==> src/sv/lrd_pkg.sv <==
// Shared types, constants and address helpers for the line/rectangle drawer.
// Used by lrd_front, lrd_queue, lrd_back and the top level.
package lrd_pkg;

	localparam int SCREEN_WIDTH  = 128;
	localparam int SCREEN_HEIGHT = 64;
	localparam int PAGE_COUNT    = (SCREEN_HEIGHT + 7) / 8;
	localparam int STORE_BYTES   = SCREEN_WIDTH * PAGE_COUNT;
	localparam int ADDR_W        = $clog2(STORE_BYTES);
	localparam int IN_W          = 11;
	localparam int COORD_W       = 12;
	localparam int ERR_W         = 13;
	localparam int QDEPTH        = 2;

	typedef enum logic [1:0] {
		CMD_LINE  = 2'd0,
		CMD_RECT  = 2'd1,
		CMD_READ  = 2'd2,
		CMD_CLEAR = 2'd3
	} cmd_t;

	typedef enum logic [1:0] {
		MODE_SET    = 2'd0,
		MODE_CLEAR  = 2'd1,
		MODE_TOGGLE = 2'd2,
		MODE_KEEP   = 2'd3
	} mode_t;

	typedef enum logic [2:0] {
		BK_IDLE,
		BK_LINE,
		BK_RECT,
		BK_CLEAR,
		BK_RDWAIT
	} back_state_t;

	typedef logic signed [COORD_W-1:0] coord_t;

	// One classified command. Line: p0 is the start in walk axes (u, v).
	// Rect: p0 is the clipped low corner, p1 the clipped high corner.
	// Read: p0 is the addressed pixel.
	typedef struct packed {
		cmd_t                 cmd;
		mode_t                mode;
		coord_t               p0x;
		coord_t               p0y;
		coord_t               p1x;
		coord_t               p1y;
		logic [COORD_W-1:0]   dx;
		logic [COORD_W-1:0]   dy;
		logic                 steep;
		logic                 neg;
		logic                 skip;
	} desc_t;

	function automatic logic on_screen(coord_t x, coord_t y);
		return (x >= 0) && (x < coord_t'(SCREEN_WIDTH)) &&
			(y >= 0) && (y < coord_t'(SCREEN_HEIGHT));
	endfunction

	function automatic logic [ADDR_W-1:0] pixel_addr(coord_t x, coord_t y);
		int unsigned a;
		a = 32'($unsigned(y[COORD_W-1:3])) * SCREEN_WIDTH + 32'($unsigned(x));
		return a[ADDR_W-1:0];
	endfunction

endpackage

==> src/sv/lrd_queue.sv <==
// Two-entry command queue between the front end and the pixel engine.
// Depends on lrd_pkg for the descriptor type.
module lrd_queue import lrd_pkg::*; (
	input  logic  clk,
	input  logic  arst_n,
	input  logic  push,
	input  desc_t push_desc,
	output logic  full,
	input  logic  pop,
	output logic  valid,
	output desc_t head
);

	localparam int PTR_W = $clog2(QDEPTH);

	desc_t entries_q [QDEPTH];
	logic [PTR_W-1:0] wr_ptr_q, rd_ptr_q;
	logic [PTR_W:0]   count_q;

	assign full  = count_q == (PTR_W + 1)'(QDEPTH);
	assign valid = count_q != '0;
	assign head  = entries_q[rd_ptr_q];

	always_ff @(posedge clk) begin
		if (push) entries_q[wr_ptr_q] <= push_desc;
	end

	always_ff @(posedge clk or negedge arst_n) begin
		if (!arst_n) begin
			wr_ptr_q <= '0;
			rd_ptr_q <= '0;
			count_q  <= '0;
		end else begin
			if (push) wr_ptr_q <= (wr_ptr_q == PTR_W'(QDEPTH - 1)) ? '0 : wr_ptr_q + 1'b1;
			if (pop) rd_ptr_q <= (rd_ptr_q == PTR_W'(QDEPTH - 1)) ? '0 : rd_ptr_q + 1'b1;
			if (push && !pop) count_q <= count_q + 1'b1;
			else if (pop && !push) count_q <= count_q - 1'b1;
		end
	end

endmodule

==> config.mk <==
export PLATFORM = sky130hd
export DESIGN_NAME = lrd_queue
export DESIGN_NICKNAME = d
export VERILOG_FILES = /design/src/sv/lrd_pkg.sv /design/src/sv/lrd_queue.sv
export SDC_FILE = /design/constraint.sdc
export NUM_CORES = 1
export LEC_CHECK = 0
export ABC_AREA = 0
export BUFFER_PORTS_ARGS = -buffer_cell sky130_fd_sc_hd__buf_2
export CAP_MARGIN = 20
export CORE_UTILIZATION = 45
export CTS_BUF_LIST = sky130_fd_sc_hd__clkbuf_4 sky130_fd_sc_hd__clkbuf_8
export DETAILED_ROUTE_END_ITERATION = 8
export PLACE_DENSITY = 0.75
export SETUP_SLACK_MARGIN = 0.05
export SKIP_CTS_REPAIR_TIMING = 1
export SYNTH_ARGS = -nofsm -noshare
export SYNTH_HDL_FRONTEND = slang
export SYNTH_SLANG_ARGS = --single-unit
==> constraint.sdc <==
create_clock -name clk -period 6.35 [get_ports clk]
set_input_delay 0.3175 -clock clk [delete_from_list [all_inputs] [get_ports clk]]
set_output_delay 0.3175 -clock clk [all_outputs]
set_load 0.05 [all_outputs]
==> flow_summary.json <==
{
  "firstDrtPassIters": 4,
  "cts-root-buf": "clkbuf_8",
  "drtAntennaViolNets": 0,
  "required_ps": 6030,
  "ys_seq_area_share_pct": 77.0,
  "gp_congestion": 0.652,
  "cts_tree": "built",
  "tns_ps": 0,
  "start_util_pct": 46.8,
  "syn_nets": 346,
  "mostFrequentLayoutCells": "163 x buf_2, 158 x edfxtp_1, 79 x mux2_4, 17 x clkbuf_8, 5 x bufinv_16",
  "synth_top_area_share_pct": 75.4,
  "status": "complete, no violations",
  "finalNetCount": 524,
  "cp_max_fo": 42,
  "core-area_sq_um": 13500,
  "rows": 42,
  "drc_errors": 0,
  "worstSetupPathType": "reg2out",
  "skew_ps": 9.00,
  "slew_viol_final": 0,
  "portBuffers": 163,
  "synth_seq_cells": 162,
  "grt_max_degree": 80,
  "rsz0062_at_grt": "no",
  "die_h_um": 120,
  "relSlewSlack_pct": 37.5,
  "wl_per_cell_um": 16.0,
  "dieArea_sq_um": 14500,
  "drive_gt1_share_pct": 61.4,
  "via_per_inst": 4.73,
  "hp-class": "in2reg",
  "peakVddDrop_mv": 0.302,
  "p_per_area_nw_per_um2": 527,
  "use_met2_pct": 23.5,
  "design_area_sq_um": 7690,
  "grt_use_total_pct": 14.3,
  "synthTopCellsByArea": "edfxtp_1 75%, mux2_4 19%, buf_12 2.5%",
  "setup_viol": 0,
  "use_met1_pct": 16.9,
  "synth.avg_cell_area_sq_um": 24.0,
  "pre_cts_ws_ps": 3980,
  "fillCellCount": 1077,
  "path_clk_slew_ps": 80,
  "worst_ep_arrival_time_ps": 2450,
  "final.min_clock_period_ps": 2760,
  "clock.fmax_ghz": 0.362,
  "yosys.area.top_type": "edfxtp_1",
  "met3_usage_pct": 4.72,
  "clockBufferDepth": 2,
  "multi_input_area_sq_um": 1280,
  "clk_latency_ps": 430,
  "post_dp_cell_area_sq_um": 7210,
  "grt_pass1_vias": 3129,
  "die_w_um": 120,
  "grt-ovfl-total": 0,
  "antenna_found_initial": 1,
  "ioPinCount": 164,
  "start_kind": "flip-flop",
  "synthesis.area_sq_um": 6290,
  "setup_slack_ps": 3590,
  "drtIter0Drc": 156,
  "leakage_nw": 3.13,
  "route.vias.total": 2978,
  "final_common_cell": "buf_2",
  "cts.htree.levels": 4,
  "synth_cells": 262,
  "cts.sinks": 162,
  "hpwl_mm": 6.45,
  "yosys_warnings": 0,
  "final_hold_viol_count": 0,
  "antennaDiodeCount": 0,
  "grt_busiest_layer": "met2",
  "grt_pass1_wl_mm": 15.2,
  "fin_crit_sh_pct": 43.5,
  "wirelength_mm": 10.0,
  "yosysUniqueCellTypes": 13,
  "area_growth_pct": 22.3,
  "crit_path_end_kind": "output port",
  "cap_violations": 0,
  "worst_pin_slew_ps": 935,
  "cts_buffers": 17,
  "seqCellArea_sq_um": 4850
}
[area by class of cell]
type / count / area share [%]
Timing Repair Buffer: 168 / 11.6
Multi-Input combinational cell: 90 / 16.7
Inverter: 1 / 0.0488
Clock inverter: 12 / 2.42
Sequential cell: 162 / 63.0
Clock buffer: 20 / 3.33
Tap cell: 176 / 2.86
[flip-flops by register name, indices dropped and copies added (netlist names)]
register,flops
count_q,2
entries_q,158
rd_ptr_q,1
wr_ptr_q,1
[power breakdown]
part | internal [mW] | switching (mW)
clock network | 0.477 | 0.345
logic | 0.569 | 1.16
registers | 1.42 | 0.0823
[per-stage QoR]
stage / power [mW] / hold WS, ps / utilization [%] / cells
after global placement: 3.25 / 126 / 53.4 / 594
final: 4.06 / 69.9 / 57.2 / 629
after detailed placement: 3.27 / 128 / 53.6 / 595
after floorplan: 3.05 / 21.9 / - / 262
after CTS: 4.10 / -361 / 56.9 / 627
after global routing: 4.21 / 28.5 / 57.2 / 629
[routing by layer]
layer	vias up	part of all wire, %
met5	-	0
met4	0	2.0
met3	17	6.2
met2	111	50
met1	1465	42
li1	1385	-
[final timing paths]
| path | depth (start not counted) | endpoint | slack [ps] | from |
|---|---|---|---|---|
| setup / recovery | 4 | head[33] | 3590 | rd_ptr_q |
| hold / removal | 1 | entries_q[1][57] | 70 | push_desc[57] |
| setup reg to reg | 2 | entries_q[0][41] | 4080 | wr_ptr_q |
| hold reg to reg | 1 | count_q[1] | 500 | count_q[1] |
| max in group asynchronous | 2 | rd_ptr_q | 6010 | arst_n |
| min in group asynchronous | 2 | wr_ptr_q | 210 | arst_n |
[synth_stat cells, drive strengths merged]
cell type / n
and2: 1
buf: 9
dfrtp: 4
edfxtp: 158
ha: 1
inv: 1
mux2: 79
nor2: 1
nor2b: 2
or2: 1
xnor2: 1
xor2: 4
[cells by family after synthesis]
logic type | Yosys count | share of synthesized area [%]
xor gates and xnor gates | 5 | 0.696
adders and majority gates | 1 | 0.199
buffers and inverters | 10 | 2.78
DFF | 162 | 77.0
muxes | 79 | 18.9
and+or+nand+nor | 5 | 0.457
[critical path, stage by stage (launching register included)]
cell and delay (ps):
dfrtp_4 620, buf_4 470, buf_16 350, mux2_4 340
buf_2 210
No activity file was read; power rests on OpenSTA's default activity.
