[src/sv/lrd_pkg.sv]
// Shared types, constants and address helpers for the line/rectangle drawer.
// Used by lrd_front, lrd_queue, lrd_back and the top level.
package lrd_pkg;

	localparam int SCREEN_WIDTH  = 128;
	localparam int SCREEN_HEIGHT = 64;
	localparam int PAGE_COUNT    = (SCREEN_HEIGHT + 7) / 8;
	localparam int STORE_BYTES   = SCREEN_WIDTH * PAGE_COUNT;
	localparam int ADDR_W        = $clog2(STORE_BYTES);
	localparam int IN_W          = 11;
	localparam int COORD_W       = 12;
	localparam int ERR_W         = 13;
	localparam int QDEPTH        = 2;

	typedef enum logic [1:0] {
		CMD_LINE  = 2'd0,
		CMD_RECT  = 2'd1,
		CMD_READ  = 2'd2,
		CMD_CLEAR = 2'd3
	} cmd_t;

	typedef enum logic [1:0] {
		MODE_SET    = 2'd0,
		MODE_CLEAR  = 2'd1,
		MODE_TOGGLE = 2'd2,
		MODE_KEEP   = 2'd3
	} mode_t;

	typedef enum logic [2:0] {
		BK_IDLE,
		BK_LINE,
		BK_RECT,
		BK_CLEAR,
		BK_RDWAIT
	} back_state_t;

	typedef logic signed [COORD_W-1:0] coord_t;

	// One classified command. Line: p0 is the start in walk axes (u, v).
	// Rect: p0 is the clipped low corner, p1 the clipped high corner.
	// Read: p0 is the addressed pixel.
	typedef struct packed {
		cmd_t                 cmd;
		mode_t                mode;
		coord_t               p0x;
		coord_t               p0y;
		coord_t               p1x;
		coord_t               p1y;
		logic [COORD_W-1:0]   dx;
		logic [COORD_W-1:0]   dy;
		logic                 steep;
		logic                 neg;
		logic                 skip;
	} desc_t;

	function automatic logic on_screen(coord_t x, coord_t y);
		return (x >= 0) && (x < coord_t'(SCREEN_WIDTH)) &&
			(y >= 0) && (y < coord_t'(SCREEN_HEIGHT));
	endfunction

	function automatic logic [ADDR_W-1:0] pixel_addr(coord_t x, coord_t y);
		int unsigned a;
		a = 32'($unsigned(y[COORD_W-1:3])) * SCREEN_WIDTH + 32'($unsigned(x));
		return a[ADDR_W-1:0];
	endfunction

endpackage

[src/sv/lrd_front.sv]
// Front end: accepts commands, orders line endpoints and clips rectangles.
// Depends on lrd_pkg; feeds lrd_queue.
module lrd_front import lrd_pkg::*; (
	input  logic                   in_valid,
	output logic                   in_stall,
	input  logic [1:0]             command,
	input  logic signed [IN_W-1:0] point_a_x,
	input  logic signed [IN_W-1:0] point_a_y,
	input  logic signed [IN_W-1:0] point_b_x,
	input  logic signed [IN_W-1:0] point_b_y,
	input  logic [1:0]             draw_mode,
	input  logic                   q_full,
	output logic                   q_push,
	output desc_t                  q_desc
);

	coord_t ax, ay, bx, by, ddx, ddy;
	coord_t u0, v0, u1, v1, sx, sy, ey;
	coord_t lx, hx, ly, hy;
	logic [COORD_W-1:0] adx, ady;
	logic steep;

	assign in_stall = q_full;
	assign q_push   = in_valid && !q_full;

	always_comb begin
		ax = {point_a_x[IN_W-1], point_a_x};
		ay = {point_a_y[IN_W-1], point_a_y};
		bx = {point_b_x[IN_W-1], point_b_x};
		by = {point_b_y[IN_W-1], point_b_y};
		ddx = bx - ax;
		ddy = by - ay;
		adx = (ddx < 0) ? $unsigned(-ddx) : $unsigned(ddx);
		ady = (ddy < 0) ? $unsigned(-ddy) : $unsigned(ddy);
		steep = ady > adx;
		u0 = steep ? ay : ax;
		v0 = steep ? ax : ay;
		u1 = steep ? by : bx;
		v1 = steep ? bx : by;
		// order the endpoints so u rises
		if (u0 > u1) begin
			sx = u1;
			sy = v1;
			ey = v0;
		end else begin
			sx = u0;
			sy = v0;
			ey = v1;
		end
		lx = (ax < bx) ? ax : bx;
		hx = (ax < bx) ? bx : ax;
		ly = (ay < by) ? ay : by;
		hy = (ay < by) ? by : ay;
		if (lx < 0) lx = '0;
		if (ly < 0) ly = '0;
		if (hx > coord_t'(SCREEN_WIDTH - 1)) hx = coord_t'(SCREEN_WIDTH - 1);
		if (hy > coord_t'(SCREEN_HEIGHT - 1)) hy = coord_t'(SCREEN_HEIGHT - 1);

		q_desc.cmd   = cmd_t'(command);
		q_desc.mode  = mode_t'(draw_mode);
		q_desc.dx    = steep ? ady : adx;
		q_desc.dy    = steep ? adx : ady;
		q_desc.steep = steep;
		q_desc.neg   = sy > ey;
		q_desc.p0x   = sx;
		q_desc.p0y   = sy;
		q_desc.p1x   = '0;
		q_desc.p1y   = '0;
		q_desc.skip  = 1'b0;
		case (cmd_t'(command))
			CMD_RECT: begin
				q_desc.p0x  = lx;
				q_desc.p0y  = ly;
				q_desc.p1x  = hx;
				q_desc.p1y  = hy;
				q_desc.skip = (lx > hx) || (ly > hy);
			end
			CMD_READ: begin
				q_desc.p0x  = ax;
				q_desc.p0y  = ay;
				q_desc.skip = !on_screen(ax, ay);
			end
			default: begin
			end
		endcase
	end

endmodule

[config.mk]
export PLATFORM = sky130hd
export DESIGN_NAME = lrd_front
export DESIGN_NICKNAME = d
export VERILOG_FILES = /design/src/sv/lrd_pkg.sv /design/src/sv/lrd_front.sv
export SDC_FILE = /design/constraint.sdc
export NUM_CORES = 1
export LEC_CHECK = 0
export ABC_AREA = 1
export BUFFER_PORTS_ARGS = -buffer_cell sky130_fd_sc_hd__buf_2
export CAP_MARGIN = 20
export CORE_ASPECT_RATIO = 0.7
export CORE_MARGIN = 8
export CORE_UTILIZATION = 30
export DETAILED_ROUTE_END_ITERATION = 7
export MAX_ROUTING_LAYER = met4
export PLACE_DENSITY = 0.6
export SLEW_MARGIN = 20
export SYNTH_ARGS = -nofsm -noshare
export SYNTH_HDL_FRONTEND = slang
export SYNTH_SLANG_ARGS = --single-unit
[constraint.sdc]
create_clock -name vclk -period 20.9
set_clock_uncertainty 0.15 [all_clocks]
set_input_delay 3.135 -clock vclk [all_inputs]
set_output_delay 3.135 -clock vclk [all_outputs]
set_load 0.02 [all_outputs]
==> results by stage <==
STA:
- The peak clock frequency supported by timing is 70.69 MHz.
- The actual transition at the worst max-transition pin is 1.068 ns.
- The least setup slack across all paths after layout is 6.754 ns.
- Setup violations remaining at the end of the flow were counted as 0.
- The count of endpoints failing hold in the final timing report is 0.
- Setup repair after global routing left no endpoint under its margin.
- Setup total negative slack on the finished layout was measured at 0 ns.
- The share of the clock period used by the worst path is 67.68%.
- The number of slew-limit violations in the final report is 0.
- After layout, the minimum clock period comes to 14.15 ns.
- Headroom to the max-slew limit came out at 28.52%.

Critical path:
- At the worst endpoint, the required time is 17.62 ns.
- The largest stage delay on the critical path is 0.68 ns.
- The arrival time of the worst setup path is 10.86 ns.
- The most repeated library cell on the critical path is sky130_fd_sc_hd__nand2_1.
- In this run the worst path has a maximum fanout of 73.
- The setup path with the least slack is of type primary input to primary output.
- The worst setup path is captured at a primary output.
- STA classifies the critical path startpoint as a primary input.
- In this run the worst setup path terminates at q_desc[1].
- The origin of the worst setup path is point_b_y[0].
- The cell with the largest stage delay on the worst path is sky130_fd_sc_hd__inv_1.

Run:
- Max-cap violations in this run came to 0.

Synth:
- Yosys attributes the largest share of cell area to sky130_fd_sc_hd__nand2_1 (24%), sky130_fd_sc_hd__ha_1 (18%), sky130_fd_sc_hd__inv_1 (8.9%).
- Synthesis produced a netlist whose cell count is 1090.
- Yosys printed 0 warnings.
- The top cell type by area accounts for 23.68% of the synthesized area.
- Sorting the synthesized cells by how often they occur yields sky130_fd_sc_hd__nand2_1 (366), sky130_fd_sc_hd__inv_1 (137), sky130_fd_sc_hd__o21ai_0 (90), sky130_fd_sc_hd__ha_1 (82), sky130_fd_sc_hd__nor2_1 (76).
- The mean instance size in the synthesized netlist is 5.323 sq um.
- After synthesis the cells add up to 0.005802 sq mm.
- The net count after synthesis is 1224.
- The unique cell type count in the Yosys netlist is 44.
- sky130_fd_sc_hd__nand2_1 takes more of the synthesized area than any other cell.
- By instance count, the leading cell after synthesis is sky130_fd_sc_hd__nand2_1.
- Of the synthesized area, sequential elements account for 0%.

Routing:
- In this run, the number of DRC markers left after iteration 0 of detailed routing was 578.
- After detailed routing, the number of vias per cell comes to 5.082.
- Dividing the detail-routed wire length by the instance count gives 15.88 um.
- The detail route stage leaves a number of antenna-violating nets equal to 0.
- The detailed router placed 7191 vias in this run.
- Before antenna repair, the detailed router went through 5 iterations.
- The residual DRC count is 0.
- For this block, the routed nets add up to 22.47 mm of wire.

Die:
- The die span in x is 182.2 um.
- The total area inside the core boundary comes to 0.01892 sq mm.
- After floorplanning, the core was divided into 42 placement rows.
- The die outline height is 132.4 um.
- The floorplan step defined a die boundary enclosing 0.02412 sq mm.
- The number of ports placed on the die boundary is 131.
- For this configuration, the core starts out at a cell density of 30.67%.

Finish:
- The layout net count is 1309.
- The growth of design area from synthesis to finish is 11.49%.
- Registers take 0 sq um.
- The core utilization of the finished layout is 34.19%.
- There are 0 flip-flops and latches.
- Of the cells placed in the final design, the portion with a size suffix greater than 1 is 14.92%.
- After the flow finishes, the layout carries non-filler instances totaling 1415.
- The antenna cell count is 0.
- The number of clock buffer instances in the layout is 0.
- The number of fill cells in the layout is 2237.

Pwr:
- The worst IR drop on VDD is 0.1095 mV.
- The relative contribution of combinational cells to total power is 100.0%.
- The static leakage is 3.717 nW.
- Sequential cells account for 0% of the total power.
- The clock network is responsible for 0% of the overall power.
- The switching power is 0.6929 mW.
- In this run the power density over the cells is 159.5 mW/mm^2.
- The switching part of the total power is 67.14%.
- The internal portion of total power is 0.3391 mW.

Global route:
- Global routing finished with a remaining overflow of 0.
- The largest net degree at the start of global routing is 74.
- The number of antenna violations at the first check in global routing is 0.
- The via count of the first global-routing pass is 6544.
- The aggregate global-route resource usage is 18.35%.
- The first global-routing pass estimated 35.43 mm of wire.

Placed design:
- The wire-length estimate of the detail-placed layout is 19.00 mm.
- OpenSTA, run right after detailed placement, puts the worst setup slack at 6.827 ns.
- The number of buffer cells added on primary ports is 127.
- Including well taps, the total number of placed cells is 1415.
- The last weighted congestion value of the routability-driven placer is 0.9506.

Min path:
- The worst hold path belongs to the class primary input to primary output.
- Along the worst hold path, the cell count comes to 0.

Clock tree:
- The number of setup buffers added after CTS is 0.
- The hold buffer count at CTS is 0.
- Post-CTS repair changed the size of 0 cells.

Status:
- The flow ran to the end, and the final reports show no timing, DRC or antenna violations.
[worst max-delay path, delay by kind of cell]
family                   cells  cell delay [ns]
AND/OR/NAND/NOR             24             2.67
buffers and inverters       11             2.31
AO/OA/AOI/OAI                6             1.02
adder cells (fa/ha/maj)      6             1.68
[placed cells by master (no fill, tap or decap), types with 2 or more instances in the layout]
| cell | count |
|---|---|
| sky130_fd_sc_hd__o211ai_1 | 7 |
| sky130_fd_sc_hd__ha_1 | 82 |
| sky130_fd_sc_hd__inv_1 | 137 |
| sky130_fd_sc_hd__xnor2_1 | 7 |
| sky130_fd_sc_hd__buf_2 | 127 |
| sky130_fd_sc_hd__fa_1 | 2 |
| sky130_fd_sc_hd__nor3_1 | 7 |
| sky130_fd_sc_hd__buf_4 | 3 |
| sky130_fd_sc_hd__o21ai_0 | 90 |
| sky130_fd_sc_hd__nand3_1 | 75 |
| sky130_fd_sc_hd__clkinv_1 | 2 |
| sky130_fd_sc_hd__nand3b_1 | 5 |
| sky130_fd_sc_hd__nand2_1 | 365 |
| sky130_fd_sc_hd__and2_1 | 9 |
| sky130_fd_sc_hd__xor2_1 | 11 |
| sky130_fd_sc_hd__a31oi_1 | 2 |
| sky130_fd_sc_hd__o21bai_1 | 5 |
| sky130_fd_sc_hd__nand4_1 | 20 |
| sky130_fd_sc_hd__nor2_2 | 11 |
| sky130_fd_sc_hd__nand2_2 | 8 |
| sky130_fd_sc_hd__a21oi_2 | 5 |
| sky130_fd_sc_hd__a21boi_0 | 2 |
| sky130_fd_sc_hd__o21a_1 | 5 |
| sky130_fd_sc_hd__nand2_4 | 3 |
| sky130_fd_sc_hd__inv_2 | 3 |
| sky130_fd_sc_hd__or3_1 | 2 |
| sky130_fd_sc_hd__nor4_1 | 3 |
| sky130_fd_sc_hd__mux2i_1 | 10 |
| sky130_fd_sc_hd__o21ai_1 | 12 |
| sky130_fd_sc_hd__a21oi_1 | 58 |
| sky130_fd_sc_hd__o21ai_2 | 10 |
| sky130_fd_sc_hd__nor2_1 | 76 |
[per-layer routing]
layer,global-route usage [%],wire (um),up-vias
met1,26.96,11410,3210
met4,1.499,212,0
met3,1.294,1506,17
met5,-,0,-
li1,-,-,3721
met2,27.79,9344,243
[power by group through the flow]
stage | Combinational, mW | Sequential, mW | Clock [mW]
3_3_place_gp | 1.02 | 0 | 0
3_5_place_dp | 1.02 | 0 | 0
6_report | 1.03 | 0 | 0
2_1_floorplan | 0.769 | 0 | 0
5_1_grt | 1.17 | 0 | 0
4_1_cts | 1.03 | 0 | 0
[cell families after synthesis]
family / Yosys count / synth area share, %
xor gates and xnor gates: 19 / 2.998
buffers and inverters: 189 / 14.30
and+or+nand+nor: 587 / 43.00
adders and majority gates: 84 / 18.37
AOI/OAI and AO/OA: 201 / 19.60
muxes: 10 / 1.725
[worst min path at each step]
| stage | startpoint | end | slack, ns |
|---|---|---|---|
| 2_1_floorplan | q_full | q_push | 6.20 |
| 3_3_place_gp | draw_mode[1] | q_desc[76] | 6.12 |
| 3_5_place_dp | draw_mode[1] | q_desc[76] | 6.12 |
| 4_1_cts | draw_mode[1] | q_desc[76] | 6.12 |
| 5_1_grt | draw_mode[0] | q_desc[75] | 6.12 |
| 6_report | draw_mode[1] | q_desc[76] | 6.12 |
[through the flow]
step / total power, mW / instance area (sq um) / hold slack, ns
after floorplan: 0.7693 / 5802 / 6.200
after global placement: 1.021 / 6469 / 6.120
after detailed placement: 1.024 / 6469 / 6.120
after CTS: 1.028 / 6469 / 6.120
after global routing: 1.165 / 6469 / 6.120
final: 1.032 / 6469 / 6.120
[area by class of cell]
| type | count | area, sq um | area share [%] |
|---|---|---|---|
| multi-input combinational | 901 | 4975 | 76.91 |
| inverter | 142 | 533.0 | 8.240 |
| timing repair buffer | 130 | 658.1 | 10.17 |
| tap | 242 | 302.8 | 4.681 |
(Power assumes the default switching activity.)
